`config.mk`:
```
export PLATFORM = sky130hd
export DESIGN_NAME = sync_marker_frame_reassembler_flat
export DESIGN_NICKNAME = d
export VERILOG_FILES = /design/src/hw/rtl/smfr_pkg.sv /design/src/hw/rtl/smfr_if.sv /design/src/hw/rtl/smfr_store.sv /design/src/hw/rtl/sync_marker_frame_reassembler.sv /design/src/flat_wrapper.sv
export SDC_FILE = /design/constraint.sdc
export NUM_CORES = 1
export LEC_CHECK = 0
export ABC_CLOCK_PERIOD_IN_PS = 4000
export BUFFER_PORTS_ARGS = -buffer_cell sky130_fd_sc_hd__buf_2
export CAP_MARGIN = 20
export CORE_ASPECT_RATIO = 0.6
export CORE_MARGIN = 2
export CORE_UTILIZATION = 40
export DETAILED_ROUTE_END_ITERATION = 10
export HOLD_SLACK_MARGIN = 0.06
export PLACE_DENSITY = 0.58
export SLEW_MARGIN = 20
export SYNTH_ARGS = -nofsm -noshare
export SYNTH_HDL_FRONTEND = slang
export SYNTH_SLANG_ARGS = --single-unit
```
`constraint.sdc`:
```
create_clock -name clk -period 4 [get_ports clk]
set_input_delay 0.2 -clock clk [delete_from_list [all_inputs] [get_ports clk]]
set_output_delay 0.2 -clock clk [all_outputs]
set_load 0.03 [all_outputs]
```
`src/hw/rtl/smfr_pkg.sv`:
```
// ----------------------------------------------------------------------------
// smfr_pkg
// Shared types, constants and helper functions of the frame reassembler.
// ----------------------------------------------------------------------------
package smfr_pkg;

    localparam int STORE_DEPTH = 22;
    localparam int ADDR_W      = 5;
    localparam int SUM_SPAN    = 20;
    localparam int SUM_W       = 13;

    localparam logic [SUM_W-1:0] MARKER_SUM = 13'd266;

    localparam logic [1:0] KIND_PREFIX  = 2'd0;
    localparam logic [1:0] KIND_STATUS  = 2'd1;
    localparam logic [1:0] KIND_CONTROL = 2'd2;
    localparam logic [1:0] KIND_PARAM   = 2'd3;

    localparam logic [7:0] LEN_CODE_PREFIX  = 8'h0C;
    localparam logic [7:0] LEN_CODE_STATUS  = 8'h08;
    localparam logic [7:0] LEN_CODE_CONTROL = 8'h01;

    localparam logic [31:0] MARKER_WORD = 32'h534F4820;

    typedef enum logic [1:0] {
        S_HUNT,
        S_COLLECT,
        S_READ,
        S_LOAD
    } state_t;

    function automatic logic [ADDR_W-1:0] kind_len(input logic [1:0] kind);
        logic [ADDR_W-1:0] len;
        unique case (kind)
            KIND_PREFIX:  len = 5'd12;
            KIND_STATUS:  len = 5'd22;
            KIND_CONTROL: len = 5'd15;
            default:      len = 5'd14;
        endcase
        return len;
    endfunction

    function automatic logic [7:0] marker_byte(input logic [1:0] pos);
        logic [7:0] value;
        unique case (pos)
            2'd0:    value = MARKER_WORD[31:24];
            2'd1:    value = MARKER_WORD[23:16];
            2'd2:    value = MARKER_WORD[15:8];
            default: value = MARKER_WORD[7:0];
        endcase
        return value;
    endfunction

endpackage

```
`src/hw/rtl/smfr_if.sv`:
```
// ----------------------------------------------------------------------------
// smfr_if
// Valid/ready channels for received bytes and for reassembled frame bytes.
// ----------------------------------------------------------------------------
interface smfr_in_if;
    logic       valid;
    logic       ready;
    logic [7:0] in_byte;

    modport source (output valid, output in_byte, input ready);
    modport sink   (input valid, input in_byte, output ready);
endinterface

interface smfr_out_if;
    logic       valid;
    logic       ready;
    logic [7:0] out_byte;
    logic [4:0] byte_index;
    logic [1:0] frame_kind;
    logic       sum_match;
    logic       last;

    modport source (output valid, output out_byte, output byte_index,
                    output frame_kind, output sum_match, output last,
                    input ready);
    modport sink   (input valid, input out_byte, input byte_index,
                    input frame_kind, input sum_match, input last,
                    output ready);
endinterface

```
`src/hw/rtl/smfr_store.sv`:
```
// ----------------------------------------------------------------------------
// smfr_store
// Frame byte store: one write port, one read port, registered read data.
// ----------------------------------------------------------------------------
module smfr_store
(
    input  logic                        clk,
    input  logic                        we,
    input  logic [smfr_pkg::ADDR_W-1:0] waddr,
    input  logic [7:0]                  wdata,
    input  logic                        re,
    input  logic [smfr_pkg::ADDR_W-1:0] raddr,
    output logic [7:0]                  rdata
);

    logic [7:0] mem [smfr_pkg::STORE_DEPTH];
    logic [7:0] rdata_reg;

    always_ff @(posedge clk)
    begin
        if (we)
        begin
            mem[waddr] <= wdata;
        end
    end

    always_ff @(posedge clk)
    begin
        if (re)
        begin
            rdata_reg <= mem[raddr];
        end
    end

    assign rdata = rdata_reg;

endmodule

```
`src/hw/rtl/sync_marker_frame_reassembler.sv`:
```
// ----------------------------------------------------------------------------
// sync_marker_frame_reassembler
// The first frame byte is valid once the final byte is in and S_LOAD has run.
// Input: 1 byte per cycle while hunting or collecting; each output byte needs
// a store read (S_READ), then an output load (S_LOAD), through one read port.
// Reset clears control state; the frame store is not cleared.
// ----------------------------------------------------------------------------
module sync_marker_frame_reassembler
(
    input  logic              clk,
    input  logic              rst_n,
    smfr_in_if.sink           rx,
    smfr_out_if.source        frame
);

    smfr_pkg::state_t state_reg, state_next;

    logic [31:0]                  window_reg, window_next;
    logic [smfr_pkg::ADDR_W-1:0]  count_reg, count_next;
    logic [smfr_pkg::ADDR_W-1:0]  emit_idx_reg, emit_idx_next;
    logic [1:0]                   kind_reg, kind_next;
    logic [smfr_pkg::SUM_W-1:0]   sum_reg, sum_next;
    logic [7:0]                   b4_reg, b4_next;
    logic [7:0]                   b20_reg, b20_next;
    logic                         nz_reg, nz_next;
    logic                         ok_reg, ok_next;

    logic                         out_valid_reg, out_valid_next;
    logic [7:0]                   out_byte_reg, out_byte_next;
    logic [smfr_pkg::ADDR_W-1:0]  out_idx_reg, out_idx_next;
    logic [1:0]                   out_kind_reg, out_kind_next;
    logic                         out_ok_reg, out_ok_next;
    logic                         out_last_reg, out_last_next;

    logic                         in_take;
    logic                         wr_en;
    logic                         rd_en;
    logic [7:0]                   rd_data;
    logic [31:0]                  shifted;
    logic                         zeros;
    logic                         emit_last;

    assign rx.ready = (state_reg == smfr_pkg::S_HUNT) || (state_reg == smfr_pkg::S_COLLECT);
    assign in_take  = rx.valid && rx.ready;
    assign shifted  = {window_reg[23:0], rx.in_byte};
    assign zeros    = !nz_reg && (rx.in_byte == 8'h00);
    assign emit_last = (emit_idx_reg + 5'd1) == smfr_pkg::kind_len(kind_reg);

    smfr_store u_store
    (
        .clk   (clk),
        .we    (wr_en),
        .waddr (count_reg),
        .wdata (rx.in_byte),
        .re    (rd_en),
        .raddr (emit_idx_reg),
        .rdata (rd_data)
    );

    always_ff @(posedge clk or negedge rst_n)
    begin
        if (!rst_n)
        begin
            state_reg     <= smfr_pkg::S_HUNT;
            window_reg    <= '0;
            count_reg     <= '0;
            emit_idx_reg  <= '0;
            kind_reg      <= smfr_pkg::KIND_PREFIX;
            sum_reg       <= '0;
            nz_reg        <= 1'b0;
            out_valid_reg <= 1'b0;
        end
        else
        begin
            state_reg     <= state_next;
            window_reg    <= window_next;
            count_reg     <= count_next;
            emit_idx_reg  <= emit_idx_next;
            kind_reg      <= kind_next;
            sum_reg       <= sum_next;
            nz_reg        <= nz_next;
            out_valid_reg <= out_valid_next;
        end
    end

    always_ff @(posedge clk)
    begin
        b4_reg       <= b4_next;
        b20_reg      <= b20_next;
        ok_reg       <= ok_next;
        out_byte_reg <= out_byte_next;
        out_idx_reg  <= out_idx_next;
        out_kind_reg <= out_kind_next;
        out_ok_reg   <= out_ok_next;
        out_last_reg <= out_last_next;
    end

    always_comb
    begin
        state_next     = state_reg;
        window_next    = window_reg;
        count_next     = count_reg;
        emit_idx_next  = emit_idx_reg;
        kind_next      = kind_reg;
        sum_next       = sum_reg;
        b4_next        = b4_reg;
        b20_next       = b20_reg;
        nz_next        = nz_reg;
        ok_next        = ok_reg;
        out_byte_next  = out_byte_reg;
        out_idx_next   = out_idx_reg;
        out_kind_next  = out_kind_reg;
        out_ok_next    = out_ok_reg;
        out_last_next  = out_last_reg;
        out_valid_next = out_valid_reg && !frame.ready;
        wr_en          = 1'b0;
        rd_en          = 1'b0;

        unique case (state_reg)
            smfr_pkg::S_HUNT:
            begin
                if (in_take)
                begin
                    if (shifted == smfr_pkg::MARKER_WORD)
                    begin
                        // The window is cleared when the marker is found, so hunting restarts empty.
                        window_next = '0;
                        count_next  = 5'd4;
                        kind_next   = smfr_pkg::KIND_PREFIX;
                        sum_next    = smfr_pkg::MARKER_SUM;
                        state_next  = smfr_pkg::S_COLLECT;
                    end
                    else
                    begin
                        window_next = shifted;
                    end
                end
            end

            smfr_pkg::S_COLLECT:
            begin
                if (in_take)
                begin
                    wr_en      = 1'b1;
                    count_next = count_reg + 5'd1;
                    if (count_reg < 5'(smfr_pkg::SUM_SPAN))
                    begin
                        sum_next = sum_reg + {5'd0, rx.in_byte};
                    end
                    if (count_reg == 5'd4)
                    begin
                        b4_next = rx.in_byte;
                    end
                    if (count_reg == 5'd5)
                    begin
                        nz_next = rx.in_byte != 8'h00;
                    end
                    if (count_reg == 5'd6)
                    begin
                        nz_next = nz_reg || (rx.in_byte != 8'h00);
                    end
                    if (count_reg == 5'd20)
                    begin
                        b20_next = rx.in_byte;
                    end
                    if (count_reg == 5'd7)
                    begin
                        priority if (zeros && b4_reg == smfr_pkg::LEN_CODE_PREFIX)
                        begin
                            kind_next = smfr_pkg::KIND_PREFIX;
                        end
                        else if (zeros && b4_reg == smfr_pkg::LEN_CODE_STATUS)
                        begin
                            kind_next = smfr_pkg::KIND_STATUS;
                        end
                        else if (zeros && b4_reg == smfr_pkg::LEN_CODE_CONTROL)
                        begin
                            kind_next = smfr_pkg::KIND_CONTROL;
                        end
                        else
                        begin
                            kind_next = smfr_pkg::KIND_PARAM;
                        end
                    end
                    // The length is known from the ninth byte on, and every
                    // length is at least twelve.
                    if (count_reg >= 5'd8 &&
                        (count_reg + 5'd1) == smfr_pkg::kind_len(kind_reg))
                    begin
                        ok_next = (kind_reg == smfr_pkg::KIND_STATUS) &&
                                  ({3'd0, sum_reg} == {rx.in_byte, b20_reg});
                        emit_idx_next = '0;
                        state_next    = smfr_pkg::S_READ;
                    end
                end
            end

            smfr_pkg::S_READ:
            begin
                // Read only once the output register frees up by the next edge.
                if (!out_valid_reg || frame.ready)
                begin
                    rd_en      = 1'b1;
                    state_next = smfr_pkg::S_LOAD;
                end
            end

            smfr_pkg::S_LOAD:
            begin
                out_valid_next = 1'b1;
                out_byte_next  = (emit_idx_reg < 5'd4) ?
                                 smfr_pkg::marker_byte(emit_idx_reg[1:0]) : rd_data;
                out_idx_next   = emit_idx_reg;
                out_kind_next  = kind_reg;
                out_ok_next    = ok_reg;
                out_last_next  = emit_last;
                if (emit_last)
                begin
                    count_next = '0;
                    state_next = smfr_pkg::S_HUNT;
                end
                else
                begin
                    emit_idx_next = emit_idx_reg + 5'd1;
                    state_next    = smfr_pkg::S_READ;
                end
            end

            default:
            begin
                state_next = smfr_pkg::S_HUNT;
            end
        endcase
    end

    assign frame.valid       = out_valid_reg;
    assign frame.out_byte    = out_byte_reg;
    assign frame.byte_index  = out_idx_reg;
    assign frame.frame_kind  = out_kind_reg;
    assign frame.sum_match   = out_ok_reg;
    assign frame.last        = out_last_reg;

`ifndef NO_ASSERTIONS
    a_load_slot_free: assert property (@(posedge clk) disable iff (!rst_n)
        (state_reg == smfr_pkg::S_LOAD) |-> !out_valid_reg)
        else $error("output register still busy when store data arrives");

    a_read_then_load: assert property (@(posedge clk) disable iff (!rst_n)
        rd_en |=> (state_reg == smfr_pkg::S_LOAD))
        else $error("store read not followed by output load");

    a_count_in_range: assert property (@(posedge clk) disable iff (!rst_n)
        (state_reg == smfr_pkg::S_COLLECT) |-> (count_reg < 5'(smfr_pkg::STORE_DEPTH)))
        else $error("write address beyond frame store");

    a_first_is_marker: assert property (@(posedge clk) disable iff (!rst_n)
        (frame.valid && frame.byte_index == 5'd0) |-> (frame.out_byte == 8'h53))
        else $error("frame does not open with the marker");
`endif

endmodule
```
`src/flat_wrapper.sv`:
```
// flat-port wrapper written by rule: the top's interface ports become plain ports
module sync_marker_frame_reassembler_flat 
  (clk, rst_n, rx_valid, rx_in_byte, rx_ready, frame_valid, frame_out_byte, frame_byte_index, frame_frame_kind, frame_sum_match, frame_last, frame_ready);
  smfr_in_if rx_i ();
  smfr_out_if frame_i ();
  input  logic clk;
  input  logic rst_n;
  input wire logic [$bits(rx_i.valid)-1:0] rx_valid;
  input wire logic [$bits(rx_i.in_byte)-1:0] rx_in_byte;
  output wire logic [$bits(rx_i.ready)-1:0] rx_ready;
  output wire logic [$bits(frame_i.valid)-1:0] frame_valid;
  output wire logic [$bits(frame_i.out_byte)-1:0] frame_out_byte;
  output wire logic [$bits(frame_i.byte_index)-1:0] frame_byte_index;
  output wire logic [$bits(frame_i.frame_kind)-1:0] frame_frame_kind;
  output wire logic [$bits(frame_i.sum_match)-1:0] frame_sum_match;
  output wire logic [$bits(frame_i.last)-1:0] frame_last;
  input wire logic [$bits(frame_i.ready)-1:0] frame_ready;
  assign rx_i.valid = rx_valid;
  assign rx_i.in_byte = rx_in_byte;
  assign rx_ready = rx_i.ready;
  assign frame_valid = frame_i.valid;
  assign frame_out_byte = frame_i.out_byte;
  assign frame_byte_index = frame_i.byte_index;
  assign frame_frame_kind = frame_i.frame_kind;
  assign frame_sum_match = frame_i.sum_match;
  assign frame_last = frame_i.last;
  assign frame_i.ready = frame_ready;
  sync_marker_frame_reassembler u_core (.clk(clk), .rst_n(rst_n), .rx(rx_i), .frame(frame_i));
endmodule
```
Word level (Yosys, flattened, before mapping):

Memory sizes are Yosys's and may differ from the RTL's. A register that Yosys moved wholly into a read port is not among the register bits.
Index checks and enable logic that the tools add are counted.

* memory bits (writable): 176
* logic and storage cells: 128
* flip-flop bits (word level): 87
* memories: 1

* reductions and logical operators: 33
* $add $sub $neg: 3
* equality and inequality tests: 28
* mux-type cells: 44
* order comparisons: 3

Memories
* u_core.u_store.mem: words 22, bits a word 8, read ports 1, clocked after Yosys merged registers in 1, write ports 1, line smfr_store.sv:16 `logic [7:0] mem [smfr_pkg::STORE_DEPTH];`

Operators by type and width (number)
* 13-bit 2-to-1 mux: 4
* 5-bit 2-to-1 mux: 9
* 32-bit by 31-bit equality test with 1-bit output (second input constant): 1
* 5-bit one-hot mux with 3 select lines: 2
* 13-bit one-hot mux with 2 select lines: 1
* 2-bit 2-to-1 mux: 12
* 24-bit 2-to-1 mux: 1
* 7-bit one-hot mux with 3 select lines: 1
* 5-bit by 3-bit equality test with 1-bit output (second input constant): 4
* 5-bit AND reduction: 4
* 13-bit by 16-bit equality test with 1-bit output: 1
* 8-bit by 4-bit equality test with 1-bit output (second input constant): 2
* 13-bit by 8-bit adder with 13-bit output: 1
* 3-bit AND reduction: 4
* 5-bit by 1-bit adder with 5-bit output (second input constant): 2
* 5-bit equality test: 2
* 1-bit 2-to-1 mux: 10
* 2-bit inequality test (second input constant): 5
* 5-bit one-hot mux with 2 select lines: 1
* 2-bit equality test (second input constant): 4
* 8-bit by 1-bit equality test with 1-bit output (second input constant): 1
* 1-bit logical AND: 8
* 8-bit zero test: 1
* 8-bit 2-to-1 mux: 1
* 16 further kinds: 29

Logic depth before layout (Yosys ltp):

* depth in word-level cells: 10
* mapped depth: 11
* depth with buffers taken out: 8

Hierarchy:

From an unflattened synthesis, not the netlist that was laid out.

* cells, all modules: 767
* area, all modules: 11597.4 µm²

Modules (own cells, without submodules)
* smfr_store: times used 1, area each 7139.3 µm², cells an instance 345
* sync_marker_frame_reassembler: times used 1, area each 4458.0 µm², cells an instance 422

Worst setup path after synthesis:

OpenSTA, ideal clock, no wires.

* path kind: register to register
* from: register u_core.emit_idx_reg[1] in the netlist's numbering
* to: register u_core.count_reg[2] in the netlist's numbering
* path slack: 0.952 ns
* cell stages (with the launch flop): 12
* library setup time: 0.126 ns
* buffers on the path: 3
* clock period less this slack: 3.048 ns
* data arrival time: 2.922 ns
* cells stage by stage: dfrtp_1 clkbuf_1 clkbuf_1 clkbuf_1 inv_1 ha_1 or3_1 a21oi_1 o22ai_1 a21oi_2 a21oi_1 a221o_1

* cells in the longest elaborated chain, start to end: 4

Ends and longest elaborated chain
* start: declaration: line sync_marker_frame_reassembler.sv:20 `logic [smfr_pkg::ADDR_W-1:0] emit_idx_reg, emit_idx_next;`
* start signal: assignment: line sync_marker_frame_reassembler.sv:78 `emit_idx_reg <= emit_idx_next;`
* 5-bit by 1-bit adder with 5-bit output: line sync_marker_frame_reassembler.sv:47 `assign emit_last = (emit_idx_reg + 5'd1) == smfr_pkg::kind_len(kind_reg);`
* 5-bit equality test: line sync_marker_frame_reassembler.sv:47
* net u_core.emit_last: line sync_marker_frame_reassembler.sv:41 `logic emit_last;`
* 2-bit by 1-bit inequality test with 1-bit output (no source line)
* 5-bit AND reduction (no source line)
* end signal: assignment: line sync_marker_frame_reassembler.sv:77 `count_reg <= count_next;`
* end: declaration: line sync_marker_frame_reassembler.sv:19 `logic [smfr_pkg::ADDR_W-1:0] count_reg, count_next;`

The timed path passes the listed nets, and every way through them passes these cells.
A chain may end at the register's enable or synchronous reset.

Worst setup path after layout:

* from: register u_core.sum_reg[0] in the netlist's numbering
* to: register u_core.sum_reg[8] in the netlist's numbering

* cells in the longest elaborated chain, start to end: 4

Ends and longest elaborated chain
* start: declaration: line sync_marker_frame_reassembler.sv:22 `logic [smfr_pkg::SUM_W-1:0] sum_reg, sum_next;`
* start signal: assignment: line sync_marker_frame_reassembler.sv:80 `sum_reg <= sum_next;`
* 13-bit by 8-bit adder with 13-bit output: line sync_marker_frame_reassembler.sv:148 `sum_next = sum_reg + {5'd0, rx.in_byte};`
* 13-bit 2-to-1 mux: line sync_marker_frame_reassembler.sv:146 `if (count_reg < 5'(smfr_pkg::SUM_SPAN))`
* 13-bit 2-to-1 mux: line sync_marker_frame_reassembler.sv:142 `if (in_take)`
* 13-bit one-hot mux with 2 select lines: line sync_marker_frame_reassembler.sv:119 `unique case (state_reg)`

Every way passes these cells. The select of a mux whose other input is x is not followed.

==> flow_metrics.env <==
export IMPL_status="finished, final reports clean"
export IMPL_syn_area_um2=11400
export IMPL_crit_required_ns=4.46
export IMPL_die_width_um=222
export IMPL_syn_inst=753
export IMPL_tns_ns=0
export IMPL_end_kind="flop"
export IMPL_maxSlewHeadroom_pct=33.4
export IMPL_grt_max_degree=54
export IMPL_startpoint_type="flop"
export IMPL_fin_nets=827
export IMPL_grt_pass1_wl_mm=39.7
export IMPL_wl_per_cell_um=21.9
export IMPL_fillers=2414
export IMPL_cts_root_buffer="clkbuf_16"
export IMPL_tightest_slew_ns=0.996
export IMPL_synth_edf_count=218
export IMPL_core_area_um2=27800
export IMPL_htree_levels=1
export IMPL_yosysTopAreaCellShare_pct=57.3
export IMPL_fmax_mhz=344
export IMPL_worstSkewPairLatency_ns=0.54
export IMPL_drive_gt1_share_pct=17.7
export IMPL_cp_max_fo=3
export IMPL_crit_arrival_ns=3.37
export IMPL_viasPerCell=5.45
export IMPL_antenna_found_initial=1
export IMPL_final_util_pct=46.4
export IMPL_cts_tree="yes"
export IMPL_dp_hpwl_mm=17.1
export IMPL_cts_repair_resized=0
export IMPL_grt_use_total_pct=17.8
export IMPL_leakage_nw=4.56
export IMPL_synth_flop_cell="edfxtp_1"
export IMPL_p_per_area_nw_per_um2=689
export IMPL_hold_class="in -> reg"
export IMPL_clock_path_buffers=3
export IMPL_synth_fp_nets=782
export IMPL_dr_first_iter_drc_count=656
export IMPL_setup_viol=0
export IMPL_ys_seq_elements=271
export IMPL_hold_viol=0
export IMPL_dr_total_vias=6457
export IMPL_synth_top_area_cell="edfxtp_1"
export IMPL_finalHoldWorstSlack_ns=0.0883
export IMPL_row_count=47
export IMPL_chipHeight_um=135
export IMPL_stdcell_count=1184
export IMPL_ys_types=59
export IMPL_dr_pass1_iters=5
export IMPL_synth_yosys_warnings=0
export IMPL_largest_reg_flops=176
export IMPL_wl_mm=25.9
export IMPL_drv_slew=0
export IMPL_start_util_pct=41.0
export IMPL_drc=0
export IMPL_path_cells="ha_1 > fa_1 > a211oi_1 > o21bai_1 > a2111oi_0 > nor2_1 > and3_1 > o21ai_0"
export IMPL_io_buffers=30
export IMPL_max_stage_delay_ns=0.77
export IMPL_antenna_cells=0
export IMPL_criticalPathCategory="reg -> reg"
export IMPL_finClkSkew_ns=0.0154
export IMPL_die_area_um2=30000
export IMPL_gr_total_overflow=0
export IMPL_ys_async_sr_fraction_pct=19.6
export IMPL_cts_sinks=271
export IMPL_fin_crit_ns=2.91
export IMPL_io_pins=31
export IMPL_grt_pass1_vias=6222
export IMPL_syn_to_final_growth_pct=13.1
export IMPL_rsz0062_at_grt="false"
export IMPL_globalplace_congestion=0.766
export IMPL_cap_viol_max_count=0
export IMPL_placed_area_um2=12000
export IMPL_ys_seq_area_share_pct=69.0
export IMPL_register_area_um2=7880
export IMPL_vdd_drop_max_mv=0.293
export IMPL_multiInputGateArea_um2=3360
export IMPL_netlist_top_cells_area="edfxtp_1, dfrtp_1, mux4_2, nand2_1, ha_1"
export IMPL_crit_family="compound AO/OA/AOI/OAI gates"
export IMPL_critPathBufInv=0
export IMPL_syn_area_per_cell_um2=15.2
export IMPL_finalCritPeriodShare_pct=72.7
export IMPL_final_area_um2=12900
export IMPL_clk_pin_slew_ns=0.06
export IMPL_slowest_stage="a2111oi_0"
export IMPL_drtAntennaViolNets=0
export IMPL_place_inst=1135
export IMPL_cts_buffers=26
-- placed cells by master, fill, tap and decap left out, drive strengths merged, types with 7 or more instances in the layout --
| master | count |
|---|---|
| edfxtp | 218 |
| nand2 | 117 |
| dfrtp | 53 |
| buf | 45 |
| mux4 | 44 |
| nor2 | 43 |
| clkbuf | 35 |
| o21ai | 31 |
| a21oi | 23 |
| inv | 17 |
| ha | 16 |
| xnor2 | 12 |
| nand3 | 12 |
| mux2i | 11 |
| xor2 | 11 |
| a22oi | 10 |
| nor3 | 9 |
| a21o | 8 |
| or3 | 7 |
-- synthesized netlist by cell type, types with 8 or more instances --
| cell | count |
|---|---|
| nand2_1 | 117 |
| xnor2_1 | 11 |
| mux2i_1 | 11 |
| clkbuf_1 | 21 |
| dfrtp_1 | 53 |
| ha_1 | 16 |
| o21ai_0 | 30 |
| a21o_1 | 8 |
| inv_1 | 16 |
| nand3_1 | 10 |
| nor3_1 | 9 |
| edfxtp_1 | 218 |
| mux4_2 | 44 |
| nor2_1 | 43 |
| a22oi_1 | 10 |
| a21oi_1 | 22 |
| xor2_1 | 11 |
-- final timing paths --
kind                                         from                        to  slack (ns)  depth (start not counted)
worst max-delay path            u_core.sum_reg[0]         u_core.sum_reg[8]        1.09                          8
worst min-delay path                rx_in_byte[3]  u_core.u_store.mem[8][3]        0.09                          1
worst max register to register  u_core.sum_reg[0]         u_core.sum_reg[8]        1.09                          8
worst min register to register      u_core.ok_reg    u_core.frame.sum_match        0.44                          0
max in group asynchronous                   rst_n    u_core.emit_idx_reg[0]        3.10                          3
min in group asynchronous                   rst_n     u_core.window_reg[11]        0.33                          3
-- logic make-up (layout without fill, tap and decap cells) --
group / after synthesis / count (layout) / synth area share (%)
flip-flops: 271 / 271 / 69.0
AND/OR/NAND/NOR: 231 / 231 / 9.43
AO/OA/AOI/OAI: 103 / 103 / 5.97
multiplexers: 61 / 61 / 10.2
buffers and inverters: 47 / 111 / 1.64
XOR/XNOR: 23 / 23 / 1.83
adder cells (fa/ha/maj): 17 / 17 / 1.93
-- per-stage QoR --
| stage | power [W] | worst slack, ns |
|---|---|---|
| 6_report | 0.00890 | 1.09 |
| 5_1_grt | 0.00938 | 0.778 |
| 4_1_cts | 0.00895 | 1.16 |
| 3_5_place_dp | 0.00642 | 1.16 |
| 3_3_place_gp | 0.00639 | 1.12 |
| 2_1_floorplan | 0.00565 | 0.952 |
-- where the power goes --
| part | internal [W] | total (W) | switching (W) |
|---|---|---|---|
| sequential | 0.00345 | 0.00381 | 0.000361 |
| combinational | 0.00105 | 0.00256 | 0.00152 |
| clock | 0.00149 | 0.00252 | 0.00103 |
| total | 0.00599 | 0.00890 | 0.00291 |
-- what timing repair did --
| action | 4_1_cts | 5_1_grt |
|---|---|---|
| endpoints found under the hold margin | 54 | 0 |
| buffers inserted | 0 | 0 |
| hold buffers | 2 | 0 |
-- layer usage --
layer / up-vias / GRT usage [%] / wire length (um)
li1: 2966 / - / -
met1: 3279 / 29.2 / 13300
met2: 189 / 23.3 / 10200
met3: 23 / 5.13 / 2100
met4: 0 / 3.08 / 281
met5: - / 0 / 0
-- area by class of cell --
cell class	instances	share of cell area (%)
sequential	271	61.0
multi-input combinational	435	26.0
inverter	17	0.494
clock inverter	12	1.27
tap	367	3.56
clock buffer	35	5.46
timing repair buffer	47	2.19
Note: power is estimated with default switching activity, not from simulation.
